===== src/rtl/afsc_pkg.sv =====
// ----------------------------------------------------------------------------
// afsc_pkg: shared types and constants of the adaptive frame-skip controller
// Item and configuration records, operation and decision codes, and the
// small constant-division helpers used by the execution unit.
// ----------------------------------------------------------------------------
package afsc_pkg;

  localparam int SkipSetW = 9;
  localparam int SkipW    = 8;
  localparam int ElapsedW = 24;
  localparam int TimeW    = 48;
  localparam int AvgW     = 32;
  localparam int AccW     = 36;
  localparam int ProdW    = 48;
  localparam int FdivW    = 34;
  localparam int QuotW    = 14;
  localparam int CfgIdxW  = 3;
  localparam int CfgDataW = 16;
  localparam int DecW     = 3;

  // The divide by ten of the average update works on 18-bit digits, so the
  // 36-bit sum takes two steps. Each step divides the running remainder and
  // the next digit by reciprocal multiplication.
  localparam int                  Div10DigW  = 18;
  localparam int                  Div10InW   = Div10DigW + 4;
  localparam int                  Div10Steps = AccW / Div10DigW;
  localparam logic [Div10InW-1:0] Div10Recip = 22'd3355444;
  localparam int                  Div10Shift = 25;

  // One frame period in microseconds scaled by 0.9 and by 2^16 handled apart.
  localparam logic [FdivW-1:0] FrameDiv      = 34'd900000;
  localparam logic [FdivW-1:0] FrameDivRound = FrameDiv - 34'd1;

  // 900000 = 2^5 * 28125: the dividend drops five bits, and the division by
  // 28125 is a multiply by ceil(2^43 / 28125) followed by a shift by 43.
  localparam int                FrameDivShift   = 5;
  localparam int                RecipW          = FdivW - FrameDivShift;
  localparam int                FrameProdW      = 2 * RecipW;
  localparam logic [RecipW-1:0] FrameRecip      = 29'd312749975;
  localparam int                FrameRecipShift = 43;

  localparam logic signed [SkipSetW-1:0] RstSkipSetting = -9'sd1;
  localparam logic [15:0]                RstOutputFps   = 16'd7680;
  localparam logic [SkipW-1:0]           RstMinSkip     = 8'd0;
  localparam logic [15:0]                RstEvalMs      = 16'd1000;
  localparam logic [15:0]                RstHoldMs      = 16'd5000;

  typedef enum logic [1:0] {
    OP_SAMPLE   = 2'd0,
    OP_DISABLED = 2'd1,
    OP_STATIC   = 2'd2,
    OP_AUTO     = 2'd3
  } op_t;

  typedef enum logic [DecW-1:0] {
    DEC_SAMPLE   = 3'd0,
    DEC_DISABLED = 3'd1,
    DEC_STATIC   = 3'd2,
    DEC_NOT_DUE  = 3'd3,
    DEC_RAISED   = 3'd4,
    DEC_LOWERED  = 3'd5,
    DEC_HOLD     = 3'd6
  } decision_t;

  typedef enum logic [CfgIdxW-1:0] {
    REG_SKIP_SETTING = 3'd0,
    REG_OUTPUT_FPS   = 3'd1,
    REG_MIN_SKIP     = 3'd2,
    REG_EVAL_MS      = 3'd3,
    REG_HOLD_MS      = 3'd4
  } cfg_reg_t;

  typedef struct packed {
    logic signed [SkipSetW-1:0] skip_setting;
    logic [15:0]                output_fps;
    logic [SkipW-1:0]           min_skip;
    logic [15:0]                eval_interval_ms;
    logic [15:0]                hold_interval_ms;
  } cfg_t;

  typedef struct packed {
    op_t                 op;
    logic [ElapsedW-1:0] elapsed_us;
    logic [TimeW-1:0]    now_ms;
    logic [SkipW-1:0]    static_skip;
  } item_t;

  typedef struct packed {
    logic full;
    logic valid;
  } q_status_t;

  // Quotient digit of x/10 for x below 10 * 2^18, by reciprocal multiplication.
  function automatic logic [Div10DigW-1:0] div10_digit(input logic [Div10InW-1:0] x);
    logic [2*Div10InW-1:0] p;
    p = {{Div10InW{1'b0}}, x} * {{Div10InW{1'b0}}, Div10Recip};
    return p[Div10Shift +: Div10DigW];
  endfunction

  // x/5 for any 8-bit x, by reciprocal multiplication.
  function automatic logic [SkipW-1:0] div5(input logic [SkipW-1:0] x);
    logic [25:0] p;
    p = 26'(x) * 26'd52429;
    return p[25:18];
  endfunction

endpackage


===== src/rtl/afsc_queue.sv =====
// ----------------------------------------------------------------------------
// afsc_queue: two-entry item queue
// Decouples intake from execution so that either side can stall alone.
// ----------------------------------------------------------------------------
module afsc_queue (
  input  logic                clk,
  input  logic                rst,
  input  logic                push,
  input  afsc_pkg::item_t     item,
  input  logic                pop,
  output afsc_pkg::q_status_t q_status,
  output afsc_pkg::item_t     head
);
  import afsc_pkg::*;

  item_t      entries [2];
  logic       wr_ptr;
  logic       rd_ptr;
  logic [1:0] count;
  logic       do_push;
  logic       do_pop;

  assign q_status.full  = (count == 2'd2);
  assign q_status.valid = (count != 2'd0);
  assign do_push        = push && !q_status.full;
  assign do_pop         = pop && q_status.valid;
  assign head           = entries[rd_ptr];

  always_ff @(posedge clk) begin
    if (rst) begin
      wr_ptr <= 1'b0;
      rd_ptr <= 1'b0;
      count  <= 2'd0;
    end else begin
      if (do_push) begin
        wr_ptr <= !wr_ptr;
      end
      if (do_pop) begin
        rd_ptr <= !rd_ptr;
      end
      if (do_push && !do_pop) begin
        count <= count + 2'd1;
      end else if (do_pop && !do_push) begin
        count <= count - 2'd1;
      end
    end
  end

  always_ff @(posedge clk) begin
    if (do_push) begin
      entries[wr_ptr] <= item;
    end
  end

endmodule


===== config.mk =====
export PLATFORM = sky130hd
export DESIGN_NAME = afsc_queue
export DESIGN_NICKNAME = d
export VERILOG_FILES = /design/src/rtl/afsc_pkg.sv /design/src/rtl/afsc_queue.sv
export SDC_FILE = /design/constraint.sdc
export NUM_CORES = 1
export LEC_CHECK = 0
export BUFFER_PORTS_ARGS = -buffer_cell sky130_fd_sc_hd__buf_2
export CAP_MARGIN = 20
export CORE_UTILIZATION = 50
export DETAILED_ROUTE_END_ITERATION = 10
export PLACE_DENSITY = 0.77
export SYNTH_ARGS = -nofsm -noshare
export SYNTH_HDL_FRONTEND = slang
export SYNTH_SLANG_ARGS = --single-unit

===== constraint.sdc =====
create_clock -name clk -period 7.5 [get_ports clk]
set_clock_uncertainty 0.15 [all_clocks]
set_input_delay 0.375 -clock clk [delete_from_list [all_inputs] [get_ports clk]]
set_output_delay 0.375 -clock clk [all_outputs]
set_load 0.02 [all_outputs]

* Yosys cells after proc, flatten, opt, wreduce, memory -nomap -nowiden
Memory sizes are Yosys's and may differ from the RTL's. A register that Yosys moved wholly into a read port is not among the register bits. Cells that the tools add are included.
Operators by class: equality and inequality tests 1, reduce and logical (&&, ||, !) cells 11, mux-type cells 6, add/sub/neg operators 2
Operators with widths (count):
- $logic_not 1->1 | 5
- $logic_and 1x1->1 | 4
- $mux 1 | 4
- $mux 2 | 2
- $reduce_bool 2->1 | 2
- $add 2x1->2 const B | 1
- $eq 2x2->1 const B | 1
- $sub 2x1->2 const B | 1
Storage, ports and cells: memories 1, logic and storage cells 24, input bits 86, bits in registers 4, output and inout bits 84, RAM bits 164
Memories:
- entries | depth 2, bits a word 82, rd ports 1, clocked after Yosys merged registers in 1, wr ports 1, RTL line afsc_queue.sv:16 | item_t entries [2];

* Logic depth before layout (Yosys ltp)
depth after elaboration 7, gate-level depth with buffers 6, gate-level depth less buffers 6

* Least setup slack after synthesis
Ideal clock, no wire load.
path type register to register, start register count[1], end memory entries[1][0] in the netlist's numbering (enable), period minus slack after synthesis 3166 ps, arrival 2567 ps, stages on the path, launching flop included 4, data required time 6900 ps, setup time 450 ps, path buffers 0, path slack 4334 ps, cells stage by stage dfxtp_1 nor2b_2 nor2_1 and2_1
RTL lines:
- start, declared | RTL line afsc_queue.sv:19 | logic [1:0] count;
- start signal, assigned | RTL line afsc_queue.sv:42 | count <= count + 2'd1;
- start signal, assigned | RTL line afsc_queue.sv:44 | count <= count - 2'd1;
- end, declared | RTL line afsc_queue.sv:16

* Final worst setup path
start register count[1], end memory entries[0][8] in the netlist's numbering (enable)
Between the ends: cells in the longest elaborated chain, start to end 5
Ends and longest elaborated chain:
- $eq 2x2->1 | RTL line afsc_queue.sv:23 | assign q_status.full = (count == 2'd2);
- $logic_not 1->1 | RTL line afsc_queue.sv:25 | assign do_push = push && !q_status.full;
- $logic_and 1x1->1 | RTL line afsc_queue.sv:25
- $mux 1 | RTL line afsc_queue.sv:50 | if (do_push) begin
- $mux 1 (implied by the code) | RTL line afsc_queue.sv:51 | entries[wr_ptr] <= item;
No other way between the ends.

==> results.txt <==
* Hold Buf Count CTS: 77
- In this run the worst path has a maximum fanout of 43.
- Count of input and output buffers: approximately 170
- TritonCTS Buffers: 17
- Number of antenna diodes: 0
* Pins Over Slew Limit: 0
* Fill cell instance count of the final layout: approximately 700
- Clk Latency, worst-skew pair: 0.41 ns
- For this run, the total global-route usage over all layers was measured as a little under 20%.
- Number of top-level design ports: 170
* Critical path launch point type: register
- Type of destination of the critical path: register
- The tree is rooted in a sky130_fd_sc_hd__clkbuf_16.
- Final instance area: around 8600 µm²
- The die is roughly 110 µm wide.
* Sum of internal, switching and leakage power: between 2 and 3 mW
- The initial antenna violation count came to 0.
* Total die area: between 10000 and 15000 µm²
- Entering global routing, the biggest net connects 83 pins.
- Yosys synthesis warning count: 0
* Number of nets still failing antenna checks after routing: 0
- Wires add up to about 12 mm.
- Number of rows in the core area: 40
- In this run, synthesis inferred about 160 flip-flops with an integrated enable.
- For this run, the leading register cell type out of synthesis is sky130_fd_sc_hd__edfxtp_1.
* Clock tree from TritonCTS: built
- Clock sinks: ~170
- Max-cap violations in this run came to 0.
- Setup violations remaining at the end of the flow were counted as 0.
- Yosys instantiated no cell more often than sky130_fd_sc_hd__edfxtp_1.
* Total Nets Final: between 600 and 700
- Routability-driven placement finished with a final weighted congestion of 0.676.
- Cells with a size suffix above 1 make up between 50% and 60% of the layout.
- DRC violations left: 0
- After synthesis, the netlist uses 15 different library cells.
* Violation count after the first detailed-routing iteration: roughly 210
* Kind of critical path: reg -> reg
- Area share of the largest cell type after synthesis: roughly four fifths
- The first global-routing pass estimated about 18 mm of wire.
* Final total negative setup slack: 0 ns
* Power density cells: between 300 and 400 nW/µm²
- Worst min-delay path category: in -> reg
- Number of H-tree branching levels: 4
- Mean area per synthesized cell: 21.9 µm²
- Cells fill between 70 and 80% of the core in the end.
- In this run the static leakage power is 3.26 nW.
- Effective utilization at floorplan: just over 50%
- After synthesis, the cell types taking the most area are sky130_fd_sc_hd__edfxtp_1, sky130_fd_sc_hd__mux2_2, sky130_fd_sc_hd__dfxtp_1.
* Final worst path period share: around a third
* Synth async-reset ratio: 0%
- The run finished with clean final reports.
- Total number of vias: ~3500
- The cell count after synthesis came out at 280.
- The biggest area contributor in the post-synthesis netlist is sky130_fd_sc_hd__edfxtp_1.
- Cell area after synthesis: a little over 6000 µm²
- Required time worst endpoint: 7.39 ns
- The worst-case IR drop observed on VDD is roughly 0.29 mV.
- Layout area overhead: 39.9%
* Buffers inserted by post-CTS timing repair: 0
- Setup repair after global routing left no endpoint under its margin.
- Final min period: 2.60 ns
* Least-Margin Pin Slew: between 0.7 and 0.8 ns
- Core box area: about 12000 µm²
- Clock-pin slew was measured on the worst setup and hold paths at 0.06 ns.
- Routed vias/inst: about 5.0
- The die is between 100 and 150 µm tall.
- Summing all placed instances gives a cell area of 7110 µm².
* Post-cts sizing count: 0
* Achievable Freq: 0.385 GHz
* Endpoints failing hold: 0
* Detailed-router iteration count before antenna repair: 4
* Sequential-to-total area share from yosys stat: just over 80%
* Maximum root-to-sink buffer count: 2
* Number of global-route vias before repair: 3757
- The commonest cells after synthesis are sky130_fd_sc_hd__edfxtp_1, sky130_fd_sc_hd__mux2_2, sky130_fd_sc_hd__buf_4.
- After detailed routing, the average wire length per cell comes to 17.4 µm.
- Post-detailed-placement half-perimeter wirelength: between 6 and 7 mm
* Overall overflow remaining after global route: 0
- Synthesis inferred between 150 and 200 register bits.
- Synthesis produced a netlist with a net count of ~370.
- Data arrival time of the critical path: ~2.5 ns
* Max-Slew Margin vs Limit: around 53%
## stage by stage
step | worst slack, ns | std cells | hold WS, ns
after floorplan | 4.33 | 280 | 0.294
after global placement | 4.94 | 588 | 0.324
after detailed placement | 4.86 | 588 | 0.367
after CTS | 4.82 | 697 | 0.000390
after global routing | 4.75 | 699 | 0.00215
final | 4.90 | 699 | 0.0208
## where the power goes
| group | total (mW) | switching, mW | internal, mW |
|---|---|---|---|
| registers | 1.25 | 0.0623 | 1.19 |
| logic | 0.751 | 0.434 | 0.317 |
| clock network | 0.961 | 0.339 | 0.621 |
## sequential cells by signal, summed over array words and instances, names as in the netlist, named ones only
register and flops:
wr_ptr 1, entries 164, rd_ptr 1, count 2
## worst paths after layout
kind | from | to | slack (ns) | cells after the start
max | count[1] | entries[0][8] | 4.90 | 4
min | item[14] | entries[0][14] | 0.02 | 1
max reg2reg | count[1] | entries[0][8] | 4.90 | 4
min reg2reg | rd_ptr | rd_ptr | 0.38 | 2
## layout make-up
class | instances | area, µm² | area share (%)
clock buffers | 18 | 429 | 5.00
well taps | 147 | 184 | 2.14
repair buffers | 249 | 1660 | 19.4
clock inverters | 14 | 228 | 2.65
inverters | 2 | 8.76 | 0.102
flip-flops and latches | 169 | 5030 | 58.6
multi-input cells | 100 | 1040 | 12.1
## cell families after synthesis
| kind of cell | share of synthesized area [%] |
|---|---|
| AND/OR/NAND/NOR | 0.796 |
| XOR/XNOR | 0.428 |
| flip-flops | 81.9 |
| adder cells (fa/ha/maj) | 0.204 |
| AO/OA/AOI/OAI | 0.408 |
| buffers and inverters | 1.18 |
| multiplexers | 15.1 |
## metal layers
metal	GRT usage [%]	share of wire (%)
met5	0	0
met4	9.60	1.9
met3	5.78	5.1
met2	34.9	54
met1	21.2	39
## cell usage in the layout (no fill, tap or decap), types with 2 or more instances in the layout
cell,n
sky130_fd_sc_hd__a21oi_1,2
sky130_fd_sc_hd__buf_12,2
sky130_fd_sc_hd__buf_2,169
sky130_fd_sc_hd__bufinv_16,6
sky130_fd_sc_hd__clkbuf_16,17
sky130_fd_sc_hd__clkinv_2,5
sky130_fd_sc_hd__clkinvlp_4,2
sky130_fd_sc_hd__dfxtp_1,4
sky130_fd_sc_hd__dlygate4sd3_1,77
sky130_fd_sc_hd__edfxtp_1,164
sky130_fd_sc_hd__mux2_2,82
sky130_fd_sc_hd__nor2_1,4
sky130_fd_sc_hd__o21ai_0,3
sky130_fd_sc_hd__or3_1,2
sky130_fd_sc_hd__xor2_1,3
## worst max-delay path, stage by stage (launching register included)
cell                       delay [ns]
sky130_fd_sc_hd__dfxtp_1         0.35
sky130_fd_sc_hd__nor2b_2         0.19
sky130_fd_sc_hd__or3_1           0.37
sky130_fd_sc_hd__clkinv_2        0.52
sky130_fd_sc_hd__buf_4           0.62
Note: power is estimated with default switching activity, not from simulation.
